File: src/rtl/core/vtpt_pkg.sv
// Shared types and constants of the vertex timing pile-up tagger.
package vtpt_pkg;

    localparam int TAG_BITS = 4;

    localparam logic [1:0] ACT_START    = 2'd0;
    localparam logic [1:0] ACT_VERTEX   = 2'd1;
    localparam logic [1:0] ACT_PARTICLE = 2'd2;

    localparam logic [1:0] CFG_CHARGED_LIMIT = 2'd0;
    localparam logic [1:0] CFG_NEUTRAL_LIMIT = 2'd1;
    localparam logic [1:0] CFG_PT_MINIMUM    = 2'd2;

    localparam logic [9:0]  RST_CHARGED_LIMIT = 10'd48;
    localparam logic [9:0]  RST_NEUTRAL_LIMIT = 10'd48;
    localparam logic [15:0] RST_PT_MINIMUM    = 16'd0;

    typedef enum logic [3:0] {
        STEP_DZ2 = 4'd0,
        STEP_DT2 = 4'd1,
        STEP_EZ2 = 4'd2,
        STEP_ET2 = 4'd3,
        STEP_LC2 = 4'd4,
        STEP_LN2 = 4'd5,
        STEP_P1  = 4'd6,
        STEP_P2  = 4'd7,
        STEP_E   = 4'd8,
        STEP_Q0  = 4'd9,
        STEP_Q1  = 4'd10,
        STEP_NR  = 4'd11
    } t_step;

    typedef struct packed {
        logic [1:0]          action;
        logic [31:0]         sum_pt_sq;
        logic signed [15:0]  pos_z;
        logic [15:0]         pos_z_err;
        logic signed [15:0]  pos_t;
        logic [15:0]         pos_t_err;
        logic                is_charged;
        logic [15:0]         particle_pt;
        logic [TAG_BITS-1:0] collection_tag;
    } t_in;

    typedef struct packed {
        logic                is_pileup;
        logic                export_flag;
        logic [TAG_BITS-1:0] out_tag;
    } t_out;

    typedef struct packed {
        logic  busy;
        logic  mul_en;
        t_step step;
        logic  sum_en;
        logic  fin_en;
    } t_ctrl;

endpackage

File: src/rtl/core/vtpt_mul.sv
// Shared 32 by 32 unsigned multiplier of the tagger datapath.
module vtpt_mul (
    input  logic [31:0] i_a,
    input  logic [31:0] i_b,
    output logic [63:0] o_p
);

    assign o_p = {32'b0, i_a} * {32'b0, i_b};

endmodule

File: src/rtl/core/vtpt_ctrl.sv
// Sequencer that steps the shared multiplier through one particle test.
module vtpt_ctrl (
    input  logic           i_clk,
    input  logic           i_rst_n,
    input  logic           i_start,
    input  logic           i_out_free,
    output vtpt_pkg::t_ctrl o_ctrl
);
    import vtpt_pkg::*;

    typedef enum logic [3:0] {
        S_IDLE = 4'b0001,
        S_MUL  = 4'b0010,
        S_SUM  = 4'b0100,
        S_FIN  = 4'b1000
    } t_state;

    t_state r_state, n_state;
    t_step  r_step, n_step;

    always_comb begin
        n_state = r_state;
        n_step  = r_step;
        unique case (r_state)
            S_IDLE: begin
                if (i_start) begin
                    n_state = S_MUL;
                    n_step  = STEP_DZ2;
                end
            end
            S_MUL: begin
                if (r_step == STEP_NR) begin
                    n_state = S_SUM;
                end else begin
                    n_step = t_step'(r_step + 4'd1);
                end
            end
            S_SUM: begin
                n_state = S_FIN;
            end
            S_FIN: begin
                if (i_out_free) begin
                    n_state = S_IDLE;
                end
            end
            default: begin
                n_state = S_IDLE;
            end
        endcase
    end

    always_ff @(posedge i_clk) begin
        if (!i_rst_n) begin
            r_state <= S_IDLE;
            r_step  <= STEP_DZ2;
        end else begin
            r_state <= n_state;
            r_step  <= n_step;
        end
    end

    assign o_ctrl.busy   = (r_state != S_IDLE);
    assign o_ctrl.mul_en = (r_state == S_MUL);
    assign o_ctrl.step   = r_step;
    assign o_ctrl.sum_en = (r_state == S_SUM);
    assign o_ctrl.fin_en = (r_state == S_FIN) && i_out_free;

endmodule

File: src/rtl/core/vertex_timing_pileup_tagger_unit.sv
// Top level of the vertex timing pile-up tagger: vertex state, config and datapath.
//
// Start and vertex transactions are taken without a stall and give no result.
// A particle transaction occupies the block for twelve products on the single
// shared 32 by 32 multiplier, a step that adds the partial terms and a step that
// compares and loads the output register, and the input stalls during that time.
// The input is taken again while a result still waits at the output, and a new
// result waits for the output register to free up.
module vertex_timing_pileup_tagger_unit (
    input  logic            i_clk,
    input  logic            i_rst_n,
    input  logic            i_in_valid,
    output logic            o_in_stall,
    input  vtpt_pkg::t_in   i_in_data,
    output logic            o_out_valid,
    input  logic            i_out_stall,
    output vtpt_pkg::t_out  o_out_data,
    input  logic            i_cfg_we,
    input  logic [1:0]      i_cfg_idx,
    input  logic [15:0]     i_cfg_data
);
    import vtpt_pkg::*;

    t_ctrl w_ctrl;
    logic  w_accept;
    logic  w_start;
    logic  w_out_free;

    logic [9:0]  r_lim_c;
    logic [9:0]  r_lim_n;
    logic [15:0] r_pt_min;

    logic [31:0]        r_best;
    logic signed [15:0] r_vz;
    logic [15:0]        r_vz_err;
    logic signed [15:0] r_vt;
    logic [15:0]        r_vt_err;

    logic [15:0]         r_dz, r_dt;
    logic                r_chg;
    logic [15:0]         r_pt;
    logic [TAG_BITS-1:0] r_tag;

    logic [31:0] r_dz2, r_dt2, r_ez2, r_et2;
    logic [19:0] r_lc2, r_ln2;
    logic [63:0] r_p1, r_p2, r_e;
    logic [51:0] r_q0, r_q1, r_nr;
    logic [64:0] r_lhs;
    logic [83:0] r_rhs;

    logic        r_out_valid;
    t_out        r_out;

    logic signed [16:0] w_dz_s, w_dt_s;
    logic [16:0]        w_dz_neg, w_dt_neg;
    logic [15:0]        w_dz, w_dt;
    logic [31:0]        w_a, w_b;
    logic [63:0]        w_prod;
    logic               w_kept_c, w_kept_n, w_kept;

    assign w_accept   = i_in_valid && !o_in_stall;
    assign w_start    = w_accept && (i_in_data.action == ACT_PARTICLE);
    assign w_out_free = !r_out_valid || !i_out_stall;
    assign o_in_stall = w_ctrl.busy;

    vtpt_ctrl u_ctrl (
        .i_clk      (i_clk),
        .i_rst_n    (i_rst_n),
        .i_start    (w_start),
        .i_out_free (w_out_free),
        .o_ctrl     (w_ctrl)
    );

    always_ff @(posedge i_clk) begin
        if (!i_rst_n) begin
            r_lim_c  <= RST_CHARGED_LIMIT;
            r_lim_n  <= RST_NEUTRAL_LIMIT;
            r_pt_min <= RST_PT_MINIMUM;
        end else if (i_cfg_we) begin
            unique case (i_cfg_idx)
                CFG_CHARGED_LIMIT: r_lim_c  <= i_cfg_data[9:0];
                CFG_NEUTRAL_LIMIT: r_lim_n  <= i_cfg_data[9:0];
                CFG_PT_MINIMUM:    r_pt_min <= i_cfg_data;
                default: begin
                end
            endcase
        end
    end

    always_ff @(posedge i_clk) begin
        if (!i_rst_n) begin
            r_best   <= '0;
            r_vz     <= '0;
            r_vz_err <= '0;
            r_vt     <= '0;
            r_vt_err <= '0;
        end else if (w_accept) begin
            if (i_in_data.action == ACT_START) begin
                r_best   <= '0;
                r_vz     <= '0;
                r_vz_err <= '0;
                r_vt     <= '0;
                r_vt_err <= '0;
            end else if (i_in_data.action == ACT_VERTEX && i_in_data.sum_pt_sq > r_best) begin
                r_best   <= i_in_data.sum_pt_sq;
                r_vz     <= i_in_data.pos_z;
                r_vz_err <= i_in_data.pos_z_err;
                r_vt     <= i_in_data.pos_t;
                r_vt_err <= i_in_data.pos_t_err;
            end
        end
    end

    assign w_dz_s   = {r_vz[15], r_vz} - {i_in_data.pos_z[15], i_in_data.pos_z};
    assign w_dt_s   = {r_vt[15], r_vt} - {i_in_data.pos_t[15], i_in_data.pos_t};
    assign w_dz_neg = -w_dz_s;
    assign w_dt_neg = -w_dt_s;
    assign w_dz     = w_dz_s[16] ? w_dz_neg[15:0] : w_dz_s[15:0];
    assign w_dt     = w_dt_s[16] ? w_dt_neg[15:0] : w_dt_s[15:0];

    always_ff @(posedge i_clk) begin
        if (w_start) begin
            r_dz  <= w_dz;
            r_dt  <= w_dt;
            r_chg <= i_in_data.is_charged;
            r_pt  <= i_in_data.particle_pt;
            r_tag <= i_in_data.collection_tag;
        end
    end

    always_comb begin
        unique case (w_ctrl.step)
            STEP_DZ2: begin
                w_a = {16'b0, r_dz};
                w_b = {16'b0, r_dz};
            end
            STEP_DT2: begin
                w_a = {16'b0, r_dt};
                w_b = {16'b0, r_dt};
            end
            STEP_EZ2: begin
                w_a = {16'b0, r_vz_err};
                w_b = {16'b0, r_vz_err};
            end
            STEP_ET2: begin
                w_a = {16'b0, r_vt_err};
                w_b = {16'b0, r_vt_err};
            end
            STEP_LC2: begin
                w_a = {22'b0, r_lim_c};
                w_b = {22'b0, r_lim_c};
            end
            STEP_LN2: begin
                w_a = {22'b0, r_lim_n};
                w_b = {22'b0, r_lim_n};
            end
            STEP_P1: begin
                w_a = r_dz2;
                w_b = r_et2;
            end
            STEP_P2: begin
                w_a = r_dt2;
                w_b = r_ez2;
            end
            STEP_E: begin
                w_a = r_ez2;
                w_b = r_et2;
            end
            STEP_Q0: begin
                w_a = r_e[31:0];
                w_b = {12'b0, r_lc2};
            end
            STEP_Q1: begin
                w_a = r_e[63:32];
                w_b = {12'b0, r_lc2};
            end
            STEP_NR: begin
                w_a = {12'b0, r_ln2};
                w_b = r_et2;
            end
            default: begin
                w_a = '0;
                w_b = '0;
            end
        endcase
    end

    vtpt_mul u_mul (
        .i_a (w_a),
        .i_b (w_b),
        .o_p (w_prod)
    );

    always_ff @(posedge i_clk) begin
        if (w_ctrl.mul_en) begin
            unique case (w_ctrl.step)
                STEP_DZ2: r_dz2 <= w_prod[31:0];
                STEP_DT2: r_dt2 <= w_prod[31:0];
                STEP_EZ2: r_ez2 <= w_prod[31:0];
                STEP_ET2: r_et2 <= w_prod[31:0];
                STEP_LC2: r_lc2 <= w_prod[19:0];
                STEP_LN2: r_ln2 <= w_prod[19:0];
                STEP_P1:  r_p1  <= w_prod;
                STEP_P2:  r_p2  <= w_prod;
                STEP_E:   r_e   <= w_prod;
                STEP_Q0:  r_q0  <= w_prod[51:0];
                STEP_Q1:  r_q1  <= w_prod[51:0];
                STEP_NR:  r_nr  <= w_prod[51:0];
                default: begin
                end
            endcase
        end
        if (w_ctrl.sum_en) begin
            r_lhs <= {1'b0, r_p1} + {1'b0, r_p2};
            r_rhs <= {32'b0, r_q0} + {r_q1, 32'b0};
        end
    end

    assign w_kept_c = {11'b0, r_lhs, 8'b0} < r_rhs;
    assign w_kept_n = {12'b0, r_dt2, 8'b0} < r_nr;
    assign w_kept   = r_chg ? w_kept_c : w_kept_n;

    always_ff @(posedge i_clk) begin
        if (!i_rst_n) begin
            r_out_valid <= 1'b0;
        end else if (w_ctrl.fin_en) begin
            r_out_valid <= 1'b1;
        end else if (!i_out_stall) begin
            r_out_valid <= 1'b0;
        end
    end

    always_ff @(posedge i_clk) begin
        if (w_ctrl.fin_en) begin
            r_out.is_pileup   <= !w_kept;
            r_out.export_flag <= w_kept && (r_pt > r_pt_min);
            r_out.out_tag     <= r_tag;
        end
    end

    assign o_out_valid = r_out_valid;
    assign o_out_data  = r_out;

endmodule
File: config.mk
export PLATFORM = sky130hd
export DESIGN_NAME = vertex_timing_pileup_tagger_unit
export DESIGN_NICKNAME = d
export VERILOG_FILES = /design/src/rtl/core/vtpt_pkg.sv /design/src/rtl/core/vtpt_mul.sv /design/src/rtl/core/vtpt_ctrl.sv /design/src/rtl/core/vertex_timing_pileup_tagger_unit.sv
export SDC_FILE = /design/constraint.sdc
export NUM_CORES = 2
export LEC_CHECK = 0
export BUFFER_PORTS_ARGS = -buffer_cell sky130_fd_sc_hd__buf_4
export CAP_MARGIN = 10
export CORE_UTILIZATION = 25
export DETAILED_ROUTE_END_ITERATION = 8
export PLACE_DENSITY = 0.48
export SLEW_MARGIN = 40
export SYNTH_ARGS = -nofsm -noshare
export SYNTH_HDL_FRONTEND = slang
export SYNTH_SLANG_ARGS = --single-unit
export TNS_END_PERCENT = 50
File: constraint.sdc
create_clock -name i_clk -period 27.7 [get_ports i_clk]
set_input_delay 1.385 -clock i_clk [delete_from_list [all_inputs] [get_ports i_clk]]
set_output_delay 1.385 -clock i_clk [all_outputs]
set_load 0.01 [all_outputs]
---- Word level (Yosys, flattened, before mapping) ----
Cells that the tools add are included.
W data, S select, Z words.
word-level totals
  register bits after elaboration ......... 865
  bits in latches ......................... 0
  memory bits (writable) .................. 0
  ROM bits ................................ 0
  input port bits ......................... 142
  output and inout port bits .............. 8
  logic and storage cells ................. 129
  memories kept ........................... 0
cells by class
  $add $sub $neg .......................... 7
  $mul .................................... 1
  div/mod/pow operators ................... 0
  $lt $le $gt $ge ......................... 4
  equal/unequal tests ..................... 25
  shift operators ......................... 0
  multiplexer cells ....................... 24
  bitwise operators ....................... 0
  reductions and logical operators ........ 35
operator list
  operator              number
  $pmux W32 S12         1
  $pmux W32 S9          1
  $mux W16              10
  $add A52 B84 Y84      1
  $lt A73 B84 Y1        1
  $add A64 B64 Y65      1
  $mul A32 B32 Y64      1
  $mux W32              2
  $lt A40 B52 Y1        1
  $sub A16 B16 Y17      2
  $gt A32 B32 Y1        1
  $neg A16 Y16          2
  $reduce_and A2 Y1     16
  $eq A4 B3 Y1 const B  5
  $eq A4 B4 Y1 const B  5
  $mux W4               5
  $gt A16 B16 Y1        1
  $pmux W4 S4           1
  $eq A4 B2 Y1 const B  3
  $eq A4 B1 Y1 const B  2
  $pmux W4 S2           1
  $ne A2 B1 Y1 const B  3
  $reduce_and A3 Y1     2
  $logic_and A1 B1 Y1   5
  13 further kinds      23

---- Longest topological paths before layout ----
  word-level depth ........................ 6
  mapped depth ............................ 40
  depth with buffers taken out ............ 35

---- Modules after synthesis ----
A second synthesis with hierarchy kept.
second synthesis, totals
  cell total of the unflattened synthesis .. 6902
  area total of the unflattened synthesis .. 73346.6 µm²
modules (own cells, without submodules)
  module                            times used  cells an instance  area an instance (µm²)  seq. area each (µm²)
  vertex_timing_pileup_tagger_unit  1           3160               39511.6                 24403.4
  vtpt_mul                          1           3694               33398.3                 0.0
  vtpt_ctrl                         1           48                 436.7                   160.2

---- Least setup slack after synthesis ----
OpenSTA, ideal clock, no wires.
  kind .................................... register to register
  start ................................... register u_ctrl.r_state[3]
  end ..................................... register r_lhs[0], enable pin
  setup time .............................. 1.074 ns
  arrival ................................. 15.790 ns
  data required time ...................... 26.626 ns
  setup slack ............................. 10.836 ns
  cell stages (with the launch flop) ...... 3
  path buffers ............................ 1
  period minus slack after synthesis ...... 16.864 ns
  cells stage by stage .................... dfxtp_1 > clkbuf_1 > nor4b_1
on the way
  longest elaborated chain between the ends .. 1
RTL lines
  item                      line                                     text
  start: declaration        vtpt_ctrl.sv:18                          t_state r_state, n_state;
  start signal: assignment  vtpt_ctrl.sv:57                          r_state <= n_state;
  $eq A4 B3 Y1              vtpt_ctrl.sv:65                          assign o_ctrl.sum_en = (r_state == S_SUM);
  end signal: assignment    vertex_timing_pileup_tagger_unit.sv:214  r_lhs <= {1'b0, r_p1} + {1'b0, r_p2};
  end: declaration          vertex_timing_pileup_tagger_unit.sv:48   logic [64:0] r_lhs;
Every way passes these cells.
A chain may end at the register's enable or synchronous reset.

---- Worst setup path after layout ----
  start ................................... register u_ctrl.r_step[0]
  end ..................................... register r_p1[63], data pin
on the way
  longest elaborated chain between the ends .. 4
  elaborated cells on any way between the ends .. 17
RTL lines
  item                                                                   line                                     text
  start: declaration                                                     vtpt_ctrl.sv:19                          t_step r_step, n_step;
  start signal: assignment                                               vtpt_ctrl.sv:58                          r_step <= n_step;
  $eq A4 B4 Y1 / $eq A4 B3 Y1 (equally long branches)                    vertex_timing_pileup_tagger_unit.sv:132  unique case (w_ctrl.step)
  $reduce_or A3 Y1 (no line) / $reduce_or A2 Y1 (equally long branches)  n/a
  $pmux W32 S9                                                           vertex_timing_pileup_tagger_unit.sv:132
  $mul A32 B32 Y64 (*)                                                   vtpt_mul.sv:8                            assign o_p = {32'b0, i_a} * {32'b0, i_b};
  via u_mul.o_p[63]                                                      vtpt_mul.sv:5                            output logic [63:0] o_p
  end signal: assignment                                                 vertex_timing_pileup_tagger_unit.sv:203  STEP_P1: r_p1 <= w_prod;
  end: declaration                                                       vertex_timing_pileup_tagger_unit.sv:46   logic [63:0] r_p1, r_p2, r_e;
The timed path passes the listed nets; every way through them passes the cells marked *.

==> out/results.ini <==
[status]
status=completed

[sta]
timing.final.crit_period_ns=11.90
fmax_ghz=0.0840
finalCritPeriodShare_pct=43.0
report.final.slew_viol_count=0
fin_skew_ns=0.0545
worstMarginPinSlew_ns=0.886
setup_viol=0
relSlewSlack_pct=40.9
rsz0062_at_grt=false
tns_ns=0
hold_viol=0

[worst_setup_path]
slowest_delay_ns=0.86
worstReg2RegStart=u_ctrl.r_step[0]
start_kind=flop
critical_path_class=flop to flop
worstPathRequired_ns=28.12
r2r_slack_ns=15.80
crit_slowest_cell=or3_2
crit_top_cell=fa_1
cp_max_fo=48
reg2reg_to=r_p1[63]
worstRegToRegCells=33
cp.arrival_ns=12.32
worstSetupEndpointType=flop

[synthesis]
synthMuxAreaShare_pct=0.348
synthCells=7175
syn-cell-area_um2=73000
synth_compound_area_share_pct=9.54
synth-seq-cells=865
ys_types=75
yosys.area_share.simple_pct=12.1
synth.avg_cell_area_um2=10.2
syn-num-nets=8747
ys_seq_area_share_pct=33.6
synth_edf_count=724
yosys_warnings=0
synth_ff_type=edfxtp_1
yosys.area_share.adder_pct=33.8
async_reset_ff_share_pct=0
synth_top_family_by_area=adder cells
synth_xor_area_share_pct=2.59

[detailed_routing]
via_per_inst=4.70
drt_wl_total_mm=240
vias=52828
wl_per_cell_um=21.4
drt_iter0_markers=4025
route.detailed.drc=0
ant_nets=0
dr.pass1.iters=7

[clock_tree]
cts_buffers=99
htree_levels=3
clk_latency_ns=0.73
cts_tree=done
clock-sinks=865
clock_path_buffers=3
path_clk_slew_ns=0.06
postCtsResizedCells=0
cts_root_buffer=clkbuf_16
holdBufCountCts=0
cts_setup_buffers=0

[placed_design]
portBuffers=149
dp_cells=11052
gp_congestion=0.892
dp_hpwl_mm=181
place_area_um2=79800

[flow_run]
drv_cap=0

[global_route]
grt_max_degree=150
track_usage_pct=16.3
grt_pass1_wl_mm=357
globalRouteOverflowTotal=0
antenna_found_initial=31
first_global_vias=54911

[power]
power.density_nw_per_um2=121
peakVddDrop_v=0.000505
power_leakage_uw=0.0359
power_uw=10000

[finish]
nFillCells=30475
fin_cells=11244
finalInstanceArea_um2=83300
drive_above_1_share_pct=8.23
seqCellArea_um2=24600
utilization_pct=28.7
area_delta_synth_final_pct=14.1
final_nets=8828
multi_input_area_um2=43300

[die]
core_um2=291000
ios=150
initial_core_util_pct=25.1
die_h_um=542
die_w_um=542
rows=198
die-area_um2=294000

[min_path]
whs_endpoint=r_rhs[8]
hp-class=flop to flop
holdPathStages=0
min-delay-start=r_q0[8]

[layer usage]
metal | up-vias | wire [µm] | global-route usage [%]
met5 | - | 213 | 0
met4 | 34 | 9320 | 5.33
met3 | 381 | 17100 | 3.35
met2 | 1743 | 113000 | 27.2
met1 | 27045 | 100000 | 20.9
li1 | 23625 | - | -
[registers in the layout, summed over array words and instances, names as in the netlist, 52 cells and up]
signal  cells
r_rhs      84
r_q0       52
r_q1       52
r_e        64
r_nr       52
r_lhs      65
r_p1       64
r_p2       64
[cells in the final DEF (no fill, tap or decap), types with 174 or more instances in the layout]
cell type  netlist  final
nor2_1         651    649
a21oi_1        237    235
ha_1           530    530
o21ai_0        212    212
nand3_1        174    174
buf_4            0    304
fa_1           900    900
inv_1         1229   1229
edfxtp_1       724    724
nand2_1        815    811
[power breakdown]
part	switching (µW)	total (µW)	leakage, µW	internal (µW)
clock	579	1370	0.00167	793
combinational	4500	6140	0.0266	1640
sequential	8.02	2540	0.00765	2530
[worst max-delay path by stage]
stage | from | endpoint | slack (ns) | cells after the start
final | u_ctrl.r_step[0] | r_p1[63] | 15.80 | 33
after global routing | u_ctrl.r_step[0] | r_p2[63] | 15.26 | 33
after CTS | u_ctrl.r_step[0] | r_p1[63] | 15.92 | 33
after detailed placement | u_ctrl.r_step[0] | r_p1[63] | 15.97 | 33
after global placement | u_ctrl.r_step[0] | r_p1[50] | 16.02 | 31
after floorplan | u_ctrl.r_state[3] | r_lhs[0] | 10.84 | 2
[critical path, delay by kind of cell (launching register included)]
kind | cells | cell delay [ns]
DFF | 1 | 0.43
AOI/OAI and AO/OA | 10 | 3.00
and+or+nand+nor | 4 | 1.90
adders and majority gates | 10 | 4.56
buffers and inverters | 8 | 1.13
xor gates and xnor gates | 1 | 0.47
[metrics by stage]
step | hold slack (ns) | worst slack, ns
2_1_floorplan | 0.400 | 10.84
3_3_place_gp | 0.401 | 16.02
3_5_place_dp | 0.405 | 15.97
4_1_cts | 0.391 | 15.92
5_1_grt | 0.404 | 15.26
6_report | 0.401 | 15.80
[synth_stat cells, types with 67 or more instances]
library cell / number / area (µm²)
a21o_1: 151 / 1130
a21oi_1: 237 / 1190
a22oi_1: 96 / 721
clkbuf_1: 307 / 1150
dfxtp_1: 141 / 2820
edfxtp_1: 724 / 21700
fa_1: 900 / 18000
ha_1: 530 / 6630
inv_1: 1229 / 4610
nand2_1: 815 / 3060
nand3_1: 174 / 871
nand4_1: 67 / 419
nor2_1: 651 / 2440
o21ai_0: 212 / 1060
xnor2_1: 129 / 1130
xor2_1: 87 / 762
[kinds of logic after synthesis]
family	count (synthesis)
AND/OR/NAND/NOR	2024
buffers and inverters	1567
AO/OA/AOI/OAI	1048
XOR/XNOR	216
flip-flops	865
adder cells (fa/ha/maj)	1430
multiplexers	25
[cell type report]
type,instances,area share [%]
antenna,4,0.0120
clock buffer,121,3.22
clock inverter,64,0.898
inverter,1229,5.54
multi-input combinational,4743,52.0
sequential,865,29.5
tap,3900,5.86
timing repair buffer,318,3.03
(Power assumes the default switching activity.)
